--- config.mk ---
export PLATFORM = sky130hd
export DESIGN_NAME = strided_wrap_address_generator
export DESIGN_NICKNAME = d
export VERILOG_FILES = /design/src/sv/swag_pkg.sv /design/src/sv/strided_wrap_address_generator.sv /design/src/sv/swag_div.sv /design/src/sv/swag_front.sv /design/src/sv/swag_back.sv
export SDC_FILE = /design/constraint.sdc
export NUM_CORES = 2
export LEC_CHECK = 0
export ABC_AREA = 1
export BUFFER_PORTS_ARGS = -buffer_cell sky130_fd_sc_hd__buf_2
export CAP_MARGIN = 10
export CORE_MARGIN = 3
export CORE_UTILIZATION = 40
export CTS_BUF_LIST = sky130_fd_sc_hd__clkbuf_16
export DETAILED_ROUTE_END_ITERATION = 7
export MAX_ROUTING_LAYER = met4
export PLACE_DENSITY = 0.59
export SETUP_SLACK_MARGIN = 0.2
export SLEW_MARGIN = 20
export SYNTH_ARGS = -nofsm -noshare
export SYNTH_HDL_FRONTEND = slang
export SYNTH_SLANG_ARGS = --single-unit
--- constraint.sdc ---
create_clock -name clk -period 9.88 [get_ports clk]
set_input_delay 0 -clock clk [delete_from_list [all_inputs] [get_ports clk]]
set_output_delay 0 -clock clk [all_outputs]
set_load 0.01 [all_outputs]
--- src/sv/swag_pkg.sv ---
`default_nettype none
// ----------------------------------------------------------------------------
// swag_pkg
// Shared constants, codes and types of the strided wrap address generator.
// ----------------------------------------------------------------------------
package swag_pkg;

  localparam int ADDR_BITS = 32;
  localparam int OFF_W     = ADDR_BITS + 1;      // offsets and touch limit
  localparam int DIV_W     = ADDR_BITS + 2;      // divider operand width
  localparam int CNT_W     = $clog2(DIV_W + 1);

  localparam logic [31:0] ADDR_MASK =
    (ADDR_BITS >= 32) ? 32'hFFFF_FFFF : 32'((64'd1 << ADDR_BITS) - 64'd1);

  // power-of-two word sizes, accepted whether or not they are a multiple of four
  localparam logic [8:0] WS_16 = 9'd16;
  localparam logic [8:0] WS_8  = 9'd8;
  localparam logic [8:0] WS_4  = 9'd4;
  localparam logic [8:0] WS_2  = 9'd2;
  localparam logic [8:0] WS_1  = 9'd1;

  localparam logic [2:0] ST_OK        = 3'd0;
  localparam logic [2:0] ST_BAD_WORD  = 3'd1;
  localparam logic [2:0] ST_WORD_OVER = 3'd2;
  localparam logic [2:0] ST_FIRST_OOB = 3'd3;
  localparam logic [2:0] ST_STRADDLE  = 3'd4;
  localparam logic [2:0] ST_IDLE      = 3'd5;

  localparam logic [1:0] MODE_ZERO      = 2'd0;
  localparam logic [1:0] MODE_NOWRAP    = 2'd1;
  localparam logic [1:0] MODE_WRAP_ZERO = 2'd2;
  localparam logic [1:0] MODE_WRAP_GEN  = 2'd3;

  localparam logic [1:0] K_NEXT   = 2'd0;
  localparam logic [1:0] K_START  = 2'd1;
  localparam logic [1:0] K_REJECT = 2'd2;

  localparam logic REG_BASE = 1'b0;
  localparam logic REG_SIZE = 1'b1;

  typedef struct packed {
    logic [1:0]  kind;
    logic [2:0]  status;
    logic [31:0] first_offset;
    logic [31:0] access_count;
    logic [31:0] stride;
    logic [8:0]  word_size;
  } cmd_t;

  typedef struct packed {
    logic [32:0] address;
    logic        access_valid;
    logic        last;
    logic [2:0]  status;
  } res_t;

endpackage
`default_nettype wire

--- src/sv/strided_wrap_address_generator.sv ---
`default_nettype none
// ----------------------------------------------------------------------------
// strided_wrap_address_generator
// Word addresses of a strided walk over a buffer, with wrap handling.
// ----------------------------------------------------------------------------
// channel   dir  handshake          payload
// s_*       in   s_tvalid/s_tready  tdata: first_offset, access_count, stride,
//                                   word_size; tuser: func
// m_*       out  m_tvalid/m_tready  tdata: address; tuser: access_valid,
//                                   status; tlast: last
// cfg_*     in   cfg_we             cfg_index 0 base, 1 size; cfg_data
//
// A next request's result is registered: the request waits in the queue until the
// engine pops it, and its result is then written to the result register. The engine
// takes one next request per cycle while it is idle and the result register is free;
// a general-wrap step adds a division on the shared divider. A start takes up to five
// divisions. A two-entry request queue lets the input keep flowing while the engine
// or the result register stalls. Reset is synchronous and empties both.
// ----------------------------------------------------------------------------
module strided_wrap_address_generator
  import swag_pkg::*;
(
  input  wire logic         clk,
  input  wire logic         rst,
  input  wire logic         s_tvalid,
  output logic              s_tready,
  input  wire logic [111:0] s_tdata,   // first_offset, access_count, stride, word_size
  input  wire logic [0:0]   s_tuser,   // func
  output logic              m_tvalid,
  input  wire logic         m_tready,
  output logic [39:0]       m_tdata,   // address
  output logic [3:0]        m_tuser,   // access_valid, status
  output logic              m_tlast,
  input  wire logic         cfg_we,
  input  wire logic [0:0]   cfg_index,
  input  wire logic [31:0]  cfg_data
);

  logic [31:0] buffer_base;
  logic [31:0] buffer_size;
  cmd_t        head;
  logic        head_valid;
  logic        pop;
  res_t        res;

  always_ff @(posedge clk) begin
    if (rst) begin
      buffer_base <= '0;
      buffer_size <= 32'd4096;
    end else if (cfg_we) begin
      case (cfg_index[0])
        REG_BASE: buffer_base <= cfg_data & ADDR_MASK;
        REG_SIZE: buffer_size <= cfg_data & ADDR_MASK;
        default: begin
        end
      endcase
    end
  end

  swag_front u_front (
    .clk        (clk),
    .rst        (rst),
    .s_tvalid   (s_tvalid),
    .s_tready   (s_tready),
    .s_tdata    (s_tdata),
    .s_tuser    (s_tuser),
    .size       (buffer_size),
    .head       (head),
    .head_valid (head_valid),
    .pop        (pop)
  );

  swag_back u_back (
    .clk        (clk),
    .rst        (rst),
    .head       (head),
    .head_valid (head_valid),
    .pop        (pop),
    .base       (buffer_base),
    .size       (buffer_size),
    .o_valid    (m_tvalid),
    .o_ready    (m_tready),
    .o_res      (res)
  );

  assign m_tdata = {7'b0, res.address};
  assign m_tuser = {res.status, res.access_valid};
  assign m_tlast = res.last;

endmodule
`default_nettype wire

--- src/sv/swag_div.sv ---
`default_nettype none
// ----------------------------------------------------------------------------
// swag_div
// Restoring divider, one quotient bit per cycle, quotient and remainder.
// ----------------------------------------------------------------------------
module swag_div
  import swag_pkg::*;
(
  input  wire logic             clk,
  input  wire logic             rst,
  input  wire logic             go,
  input  wire logic [DIV_W-1:0] dividend,
  input  wire logic [DIV_W-1:0] divisor,
  output logic                  done,
  output logic      [DIV_W-1:0] quotient,
  output logic      [DIV_W-1:0] remainder
);

  logic             busy;
  logic [CNT_W-1:0] cnt;
  logic [DIV_W-1:0] dsr;
  logic [DIV_W:0]   shifted;
  logic [DIV_W+1:0] diff;
  logic             neg;

  assign shifted = {remainder, quotient[DIV_W-1]};
  assign diff    = {1'b0, shifted} - {2'b00, dsr};
  assign neg     = diff[DIV_W+1];

  always_ff @(posedge clk) begin
    if (rst) begin
      busy <= 1'b0;
      done <= 1'b0;
      cnt  <= '0;
    end else begin
      done <= 1'b0;
      if (go) begin
        busy <= 1'b1;
        cnt  <= CNT_W'(DIV_W);
      end else if (busy) begin
        cnt <= cnt - 1'b1;
        if (cnt == CNT_W'(1)) begin
          busy <= 1'b0;
          done <= 1'b1;
        end
      end
    end
  end

  always_ff @(posedge clk) begin
    if (go) begin
      quotient  <= dividend;
      remainder <= '0;
      dsr       <= divisor;
    end else if (busy) begin
      quotient <= {quotient[DIV_W-2:0], ~neg};
      if (!neg) begin
        remainder <= diff[DIV_W-1:0];
      end else begin
        remainder <= shifted[DIV_W-1:0];
      end
    end
  end

  a_no_relaunch: assert property (@(posedge clk) disable iff (rst) go |-> !busy)
    else $error("divider launched while busy");

endmodule
`default_nettype wire

--- src/sv/swag_front.sv ---
`default_nettype none
// ----------------------------------------------------------------------------
// swag_front
// Takes requests, runs the start checks and queues classified commands.
// ----------------------------------------------------------------------------
module swag_front
  import swag_pkg::*;
(
  input  wire logic         clk,
  input  wire logic         rst,
  input  wire logic         s_tvalid,
  output logic              s_tready,
  input  wire logic [111:0] s_tdata,
  input  wire logic [0:0]   s_tuser,
  input  wire logic [31:0]  size,
  output cmd_t              head,
  output logic              head_valid,
  input  wire logic         pop
);

  cmd_t        q [2];
  logic        wr_ptr, rd_ptr;
  logic [1:0]  count;
  logic        push;
  cmd_t        cmd;
  logic [31:0] first;
  logic [8:0]  w;
  logic        pow_ok;

  assign first  = s_tdata[31:0] & ADDR_MASK;
  assign w      = s_tdata[104:96];
  assign pow_ok = (w == WS_1) || (w == WS_2) || (w == WS_4) || (w == WS_8) || (w == WS_16);

  always_comb begin
    cmd.first_offset = first;
    cmd.access_count = s_tdata[63:32];
    cmd.stride       = s_tdata[95:64];
    cmd.word_size    = w;
    if (w == '0) begin
      cmd.status = ST_BAD_WORD;
    end else if (32'(w) > size) begin
      cmd.status = ST_WORD_OVER;
    end else if (({1'b0, first} + 33'(w)) > {1'b0, size}) begin
      cmd.status = ST_FIRST_OOB;
    end else if (!pow_ok && (w[1:0] != 2'b00)) begin
      cmd.status = ST_BAD_WORD;
    end else begin
      cmd.status = ST_OK;
    end
    if (s_tuser[0]) begin
      cmd.kind = K_NEXT;
    end else if (cmd.status != ST_OK) begin
      cmd.kind = K_REJECT;
    end else begin
      cmd.kind = K_START;
    end
  end

  assign s_tready   = (count != 2'd2);
  assign push       = s_tvalid && s_tready;
  assign head       = q[rd_ptr];
  assign head_valid = (count != 2'd0);

  always_ff @(posedge clk) begin
    if (rst) begin
      wr_ptr <= 1'b0;
      rd_ptr <= 1'b0;
      count  <= 2'd0;
    end else begin
      if (push) begin
        wr_ptr <= ~wr_ptr;
      end
      if (pop) begin
        rd_ptr <= ~rd_ptr;
      end
      count <= count + {1'b0, push} - {1'b0, pop};
    end
  end

  always_ff @(posedge clk) begin
    if (push) begin
      q[wr_ptr] <= cmd;
    end
  end

endmodule
`default_nettype wire

--- src/sv/swag_back.sv ---
`default_nettype none
// ----------------------------------------------------------------------------
// swag_back
// Walk engine: sets up walks with the shared divider and issues addresses.
// ----------------------------------------------------------------------------
module swag_back
  import swag_pkg::*;
(
  input  wire logic        clk,
  input  wire logic        rst,
  input  wire cmd_t        head,
  input  wire logic        head_valid,
  output logic             pop,
  input  wire logic [31:0] base,
  input  wire logic [31:0] size,
  output logic             o_valid,
  input  wire logic        o_ready,
  output res_t             o_res
);

  localparam logic [2:0] S_IDLE   = 3'd0;
  localparam logic [2:0] S_STRIDE = 3'd1;
  localparam logic [2:0] S_FIT    = 3'd2;
  localparam logic [2:0] S_SPAN   = 3'd3;
  localparam logic [2:0] S_WORD   = 3'd4;
  localparam logic [2:0] S_FIRST  = 3'd5;
  localparam logic [2:0] S_FINISH = 3'd6;
  localparam logic [2:0] S_WRAP   = 3'd7;

  logic [2:0]       state;
  logic [OFF_W-1:0] cur_off;
  logic [31:0]      remaining;
  logic [31:0]      reduced_stride;
  logic [OFF_W-1:0] touch_limit;
  logic [1:0]       walk_mode;
  logic             walking;

  logic [31:0]      l_first, l_count, l_s;
  logic             l_neg;
  logic [8:0]       l_w;
  logic [2:0]       l_status;
  logic [1:0]       l_mode;

  logic             div_go, div_done;
  logic [DIV_W-1:0] div_a, div_b, div_q, div_r;

  logic             out_free;
  logic [DIV_W-1:0] size_w, first_w, w_w, nxt, addr_sum;
  logic [31:0]      s_calc;
  logic [OFF_W-1:0] modulus;

  swag_div u_div (
    .clk       (clk),
    .rst       (rst),
    .go        (div_go),
    .dividend  (div_a),
    .divisor   (div_b),
    .done      (div_done),
    .quotient  (div_q),
    .remainder (div_r)
  );

  assign out_free = !o_valid || o_ready;
  assign pop      = (state == S_IDLE) && head_valid && (out_free || head.kind == K_START);
  assign size_w   = DIV_W'(size);
  assign first_w  = DIV_W'(l_first);
  assign w_w      = DIV_W'(l_w);
  assign nxt      = DIV_W'(cur_off) + DIV_W'(reduced_stride);
  assign addr_sum = DIV_W'(base) + DIV_W'(cur_off);
  assign modulus  = touch_limit - 1'b1;
  assign s_calc   = l_neg ? ((div_r != '0) ? 32'(size_w - div_r) : 32'd0) : 32'(div_r);

  always_ff @(posedge clk) begin
    if (rst) begin
      state          <= S_IDLE;
      cur_off        <= '0;
      remaining      <= '0;
      reduced_stride <= '0;
      touch_limit    <= '0;
      walk_mode      <= MODE_ZERO;
      walking        <= 1'b0;
      o_valid        <= 1'b0;
      div_go         <= 1'b0;
    end else begin
      div_go <= 1'b0;
      if (o_ready) begin
        o_valid <= 1'b0;
      end
      case (state)
        S_IDLE: begin
          if (pop) begin
            case (head.kind)
              K_NEXT: begin
                o_valid <= 1'b1;
                if (!walking || remaining == '0) begin
                  walking <= 1'b0;
                  o_res   <= '{address: '0, access_valid: 1'b0, last: 1'b0, status: ST_IDLE};
                end else begin
                  o_res <= '{address: 33'(addr_sum[OFF_W-1:0]), access_valid: 1'b1,
                             last: (remaining == 32'd1), status: ST_OK};
                  remaining <= remaining - 1'b1;
                  if (remaining == 32'd1) begin
                    walking <= 1'b0;
                  end else begin
                    case (walk_mode)
                      MODE_ZERO: begin
                      end
                      MODE_NOWRAP: begin
                        cur_off <= OFF_W'(nxt);
                      end
                      MODE_WRAP_ZERO: begin
                        cur_off <= (nxt >= DIV_W'(touch_limit)) ? '0 : OFF_W'(nxt);
                      end
                      default: begin
                        if (nxt >= DIV_W'(touch_limit)) begin
                          if (modulus == '0) begin
                            cur_off <= '0;
                          end else begin
                            div_go <= 1'b1;
                            div_a  <= nxt;
                            div_b  <= DIV_W'(modulus);
                            state  <= S_WRAP;
                          end
                        end else begin
                          cur_off <= OFF_W'(nxt);
                        end
                      end
                    endcase
                  end
                end
              end
              K_START: begin
                l_first  <= head.first_offset;
                l_count  <= head.access_count;
                l_neg    <= head.stride[31];
                l_w      <= head.word_size;
                l_status <= ST_OK;
                div_go   <= 1'b1;
                div_a    <= head.stride[31] ? (DIV_W'(33'h1_0000_0000) - DIV_W'(head.stride))
                                            : DIV_W'(head.stride);
                div_b    <= size_w;
                state    <= S_STRIDE;
              end
              default: begin
                o_valid   <= 1'b1;
                o_res     <= '{address: '0, access_valid: 1'b0, last: 1'b0,
                               status: head.status};
                walking   <= 1'b0;
                remaining <= '0;
              end
            endcase
          end
        end
        S_STRIDE: begin
          if (div_done) begin
            l_s <= s_calc;
            if (s_calc == '0) begin
              l_mode <= MODE_ZERO;
              state  <= S_FINISH;
            end else begin
              div_go <= 1'b1;
              div_a  <= size_w - first_w - w_w + 1'b1;
              div_b  <= DIV_W'(s_calc);
              state  <= S_FIT;
            end
          end
        end
        S_FIT: begin
          if (div_done) begin
            if (DIV_W'(l_count) <= div_q) begin
              l_mode <= MODE_NOWRAP;
              state  <= S_FINISH;
            end else begin
              div_go <= 1'b1;
              div_b  <= DIV_W'(l_s);
              if (l_w > WS_1) begin
                div_a <= size_w - first_w;
                state <= S_SPAN;
              end else begin
                div_a <= first_w;
                state <= S_FIRST;
              end
            end
          end
        end
        S_SPAN: begin
          if (div_done) begin
            div_go <= 1'b1;
            div_a  <= div_r;
            div_b  <= w_w;
            state  <= S_WORD;
          end
        end
        S_WORD: begin
          if (div_done) begin
            if (div_r != '0) begin
              l_status <= ST_STRADDLE;
              state    <= S_FINISH;
            end else begin
              div_go <= 1'b1;
              div_a  <= first_w;
              div_b  <= DIV_W'(l_s);
              state  <= S_FIRST;
            end
          end
        end
        S_FIRST: begin
          if (div_done) begin
            l_mode <= (div_r == '0) ? MODE_WRAP_ZERO : MODE_WRAP_GEN;
            state  <= S_FINISH;
          end
        end
        S_FINISH: begin
          if (out_free) begin
            o_valid <= 1'b1;
            o_res   <= '{address: '0, access_valid: 1'b0,
                         last: (l_status == ST_OK) && (l_count == '0), status: l_status};
            if (l_status == ST_OK) begin
              cur_off        <= OFF_W'(l_first);
              remaining      <= l_count;
              reduced_stride <= l_s;
              touch_limit    <= OFF_W'(size_w - w_w + 1'b1);
              walk_mode      <= l_mode;
              walking        <= (l_count != '0);
            end else begin
              walking   <= 1'b0;
              remaining <= '0;
            end
            state <= S_IDLE;
          end
        end
        S_WRAP: begin
          if (div_done) begin
            cur_off <= OFF_W'(div_r);
            state   <= S_IDLE;
          end
        end
        default: begin
          state <= S_IDLE;
        end
      endcase
    end
  end

  a_walk_count: assert property (@(posedge clk) disable iff (rst)
    walking == (remaining != '0))
    else $error("walking flag out of step with access count");

  a_in_bounds: assert property (@(posedge clk) disable iff (rst)
    walking && state != S_WRAP |-> cur_off < touch_limit)
    else $error("offset beyond touch limit during walk");

  a_wrap_mode: assert property (@(posedge clk) disable iff (rst)
    state == S_WRAP |-> walk_mode == MODE_WRAP_GEN && walking)
    else $error("wrap division outside general wrap walk");

  a_access_ok: assert property (@(posedge clk) disable iff (rst)
    o_valid && o_res.access_valid |-> o_res.status == ST_OK && (!o_res.last || !walking))
    else $error("access result with bad status or walk left open");

endmodule
`default_nettype wire
==> metrics.md <==
| Metric | Value |
|---|---|
| Crit path time final | 5.95 ns |
| Mapped Area | between 0.04 and 0.05 sq mm |
| # Post-CTS Setup Buffers | 0 |
| DP Area | 0.0521 sq mm |
| Hold Path Class | in -> reg |
| PD cells | 295 mW/mm^2 |
| Relative slew slack | 0.202 |
| Crit path launch type | register |
| Core Box Area | 0.122 sq mm |
| DR top layer | met4 |
| Initial antenna violation count | 10 |
| Fin area | 0.0572 sq mm |
| Worst setup EP type | register |
| Worst slew pin tran | approximately 1.2 ns |
| I/O Pins | approximately 200 |
| DP Wirelength | between 150 and 200 mm |
| Leakage | 25.9 nW |
| Initial Util | 0.405 |
| Sw power | 8.30 mW |
| Mux contribution to synthesized area | 0.00121 |
| CTS Buf Count | between 80 and 90 |
| FF+latch count, synth | between 700 and 800 |
| Final max-slew violation count | 0 |
| Part of the power in registers | 0.291 |
| GP Congestion | 1.10 |
| CTS Buffer Depth | 3 |
| First-pass GRT wire length | ~300 mm |
| Max frequency | 168 MHz |
| Non-Filler Instances | 8493 |
| Max H-tree Level | 3 |
| Synth Area in XOR/XNOR | 0.0334 |
| Via count | roughly 47000 |
| Synth Area in Compound Gates | 0.160 |
| Maximum VDD drop | 0.165 mV |
| DR WL/cell | 23.9 microns |
| WL final | 203 mm |
| Largest area contributor in the netlist | edfxtp_1 |
| Total Routing Usage GR | 0.320 |
| Reg2reg start | u_back.cur_off[0] |
| Gate power share | 0.517 |
| Data arrival, critical path | roughly 6.3 ns |
| Largest family of logic cells by synthesized area | simple AND/OR/NAND/NOR gates |
| Top cells by area in the synthesized netlist | edfxtp_1 30%, nand2_1 11%, dfxtp_1 10% |
| Gate Count Post-Synth | roughly 6400 |
| Ys Warns | 0 |
| Syn_area_per_cell | ~7.7 sq um |
| Cell-internal power | 8.56 mW |
| Post-route clock skew | 0.0604 ns |
| Die Y | 358 microns |
| Cell with the most instances after synthesis | nand2_1 |
| Detailed Routing Iterations Pass 1 | 7 |
| CTS root buf | clkbuf_16 |
| Final worst slack | 3.93 ns |
| Clock transition at path regs | roughly 0.06 ns |
| Top FF cell, synth | edfxtp_1 |
| Most instantiated cells after synthesis | 1393 x nand2_1, 886 x inv_1, 716 x nor2_1, 540 x a21oi_1, 499 x edfxtp_1 |
| Routed wl met3 | 17.0 mm |
| Hold path start | s_tdata[95] |
| Adder and majority cell fraction of the synthesized area | 0.0993 |
| Switching share of power | 0.492 |
| Clock latency on the worst-skew pair | 0.72 ns |
| Port-buffer cells | ~180 |
| Vias in the first global route | ~43000 |
| Unrepaired setup endpoints after global routing | no |
| Post-placement cell count | 8102 |
| Max-capacitance violation count | 0 |
| Post-synth EDFFs | about 500 |
| Worst EP required | 10.18 ns |
| Tcrit/Tclk final | 0.602 |
| CTS tree | yes |
| CTS Sinks | 748 |
| Post-DRT Antenna Nets | 0 |
| Final #Nets | about 7300 |
| Met2 WL post-DR | 88.5 mm |
| Clock share of power | 0.192 |
| Setup violators final | 0 |
| Synth top area share | 0.303 |
| Largest net degree at the start of global routing | between 90 and 100 |
| Final hold violations | 0 |
| Die area | approximately 0.13 sq mm |
| GRT overflow | 0 |
| CP Launch Point | u_back.cur_off[0] |
| Post-Synth Simple-Gate Area | 0.219 |
| Die W | around 360 microns |
| Post-synth ARST share | 0 |
| Fin Setup TNS | 0 ns |
| Worst-path fanout max | 66 |
| Vias per std cell | 5.51 |
| Layout cells sized above 1 | 0.0694 |
| Sequential element share of the synthesized area | 0.403 |
| Unique cell type count in the Yosys netlist | 70 |
| 1st-iter DRT viols | around 5400 |
| P&R area growth vs syn | 15.6% |
| CP Class | reg -> reg |
| M1 WL | 85.8 mm |
| Pre-CTS setup slack | between 4 and 5 ns |
| DRC violations left | 0 |
| Status | finished clean |
| # rows | 128 |
[worst max-delay path, cell delays in order (launching register included)]
cell	delay, ns
dfxtp_1	0.38
ha_1	0.19
inv_1	0.06
fa_1	0.46
o21ai_0	0.49
nand3_1	0.13
nand3_1	0.22
a21oi_1	0.17
o221ai_1	0.33
xor2_1	0.18
ha_1	0.33
nand2_1	0.06
nor4_1	0.47
nand2_1	0.12
nand2_1	0.07
nand2_1	0.05
nand2_1	0.05
nand2_1	0.05
nand2_1	0.12
nand2_1	0.09
nand3_2	0.15
nand3_1	0.12
nand2_1	0.13
nand3_1	0.15
nor2_4	0.13
buf_4	0.73
[stage by stage]
stage | total power [mW] | hold slack, ns | utilization
after floorplan | 10.1 | 0.0989 | -
after CTS | 16.6 | 0.000535 | 0.467
after global routing | 17.9 | 0.0336 | 0.467
final | 16.9 | 0.0260 | 0.468
after global placement | 13.2 | 0.187 | 0.426
after detailed placement | 13.3 | 0.191 | 0.426
[area by class of cell]
| class | instances | area, sq um |
|---|---|---|
| diodes | 10 | 25.0 |
| clock buffers | 89 | 2230 |
| clock inverters | 74 | 622 |
| fillers | 12200 | 65200 |
| inverters | 904 | 3400 |
| multi-input cells | 4597 | 25500 |
| flip-flops and latches | 748 | 20000 |
| well taps | 1625 | 2030 |
| repair buffers | 446 | 3450 |
[logic make-up after synthesis]
kind of cell             count (synthesis)
AO/OA/AOI/OAI                         1392
adder cells (fa/ha/maj)                388
buffers and inverters                 1083
multiplexers                             6
other                                    1
AND/OR/NAND/NOR                       2615
flip-flops                             748
XOR/XNOR                               189
[routing by layer]
| metal | track usage | vias up |
|---|---|---|
| li1 | - | 22300 |
| met1 | 0.414 | 22100 |
| met2 | 0.476 | 1959 |
| met3 | 0.0629 | 377 |
| met4 | 0.162 | 0 |
| met5 | - | - |
[state kept, by name, summed over array words and instances (netlist names), 33 cells and up, named ones only]
name / cells
u_back.cur_off: 33
u_front.q: 218
u_back.div_b: 33
u_back.div_a: 34
u_back.u_div.dsr: 33
u_back.o_res: 38
u_back.u_div.remainder: 34
u_back.touch_limit: 33
u_back.u_div.quotient: 34
[repair_timing]
item / CTS / global route
resized for setup: 0 / 0
hold buffers: 217 / 0
endpoints found under the hold margin: 334 / 0
[cell usage in the layout (no fill, tap or decap), types with 31 or more instances in the layout]
master	n
nand2_1	1391
xor2_1	138
a21oi_1	540
or2_2	46
nor3_1	62
dlygate4sd3_1	217
clkbuf_16	89
o22ai_1	34
nand3_1	211
nor4_1	38
a31oi_1	31
nor2_1	710
o21ai_0	463
edfxtp_1	499
inv_1	908
o211ai_1	53
nand4_1	78
xnor2_1	51
dfxtp_1	247
a22oi_1	70
buf_4	45
ha_1	380
buf_2	183
[worst paths after layout]
check | to | slack, ns | depth (start not counted)
hold / removal | u_front.q[0][40] | 0.03 | 2
setup reg to reg | u_back.div_b[7] | 3.93 | 25
hold reg to reg | u_back.u_div.dsr[22] | 0.37 | 0
setup / recovery | u_back.div_b[7] | 3.93 | 25
[power groups by stage]
stage | Sequential [mW] | Combinational, mW | Clock [mW]
2_1_floorplan | 4.66 | 5.49 | 0
3_3_place_gp | 4.92 | 8.26 | 0
3_5_place_dp | 4.93 | 8.34 | 0
4_1_cts | 4.87 | 8.46 | 3.30
5_1_grt | 4.93 | 9.49 | 3.42
6_report | 4.90 | 8.71 | 3.24
Note: power is estimated with default switching activity, not from simulation.
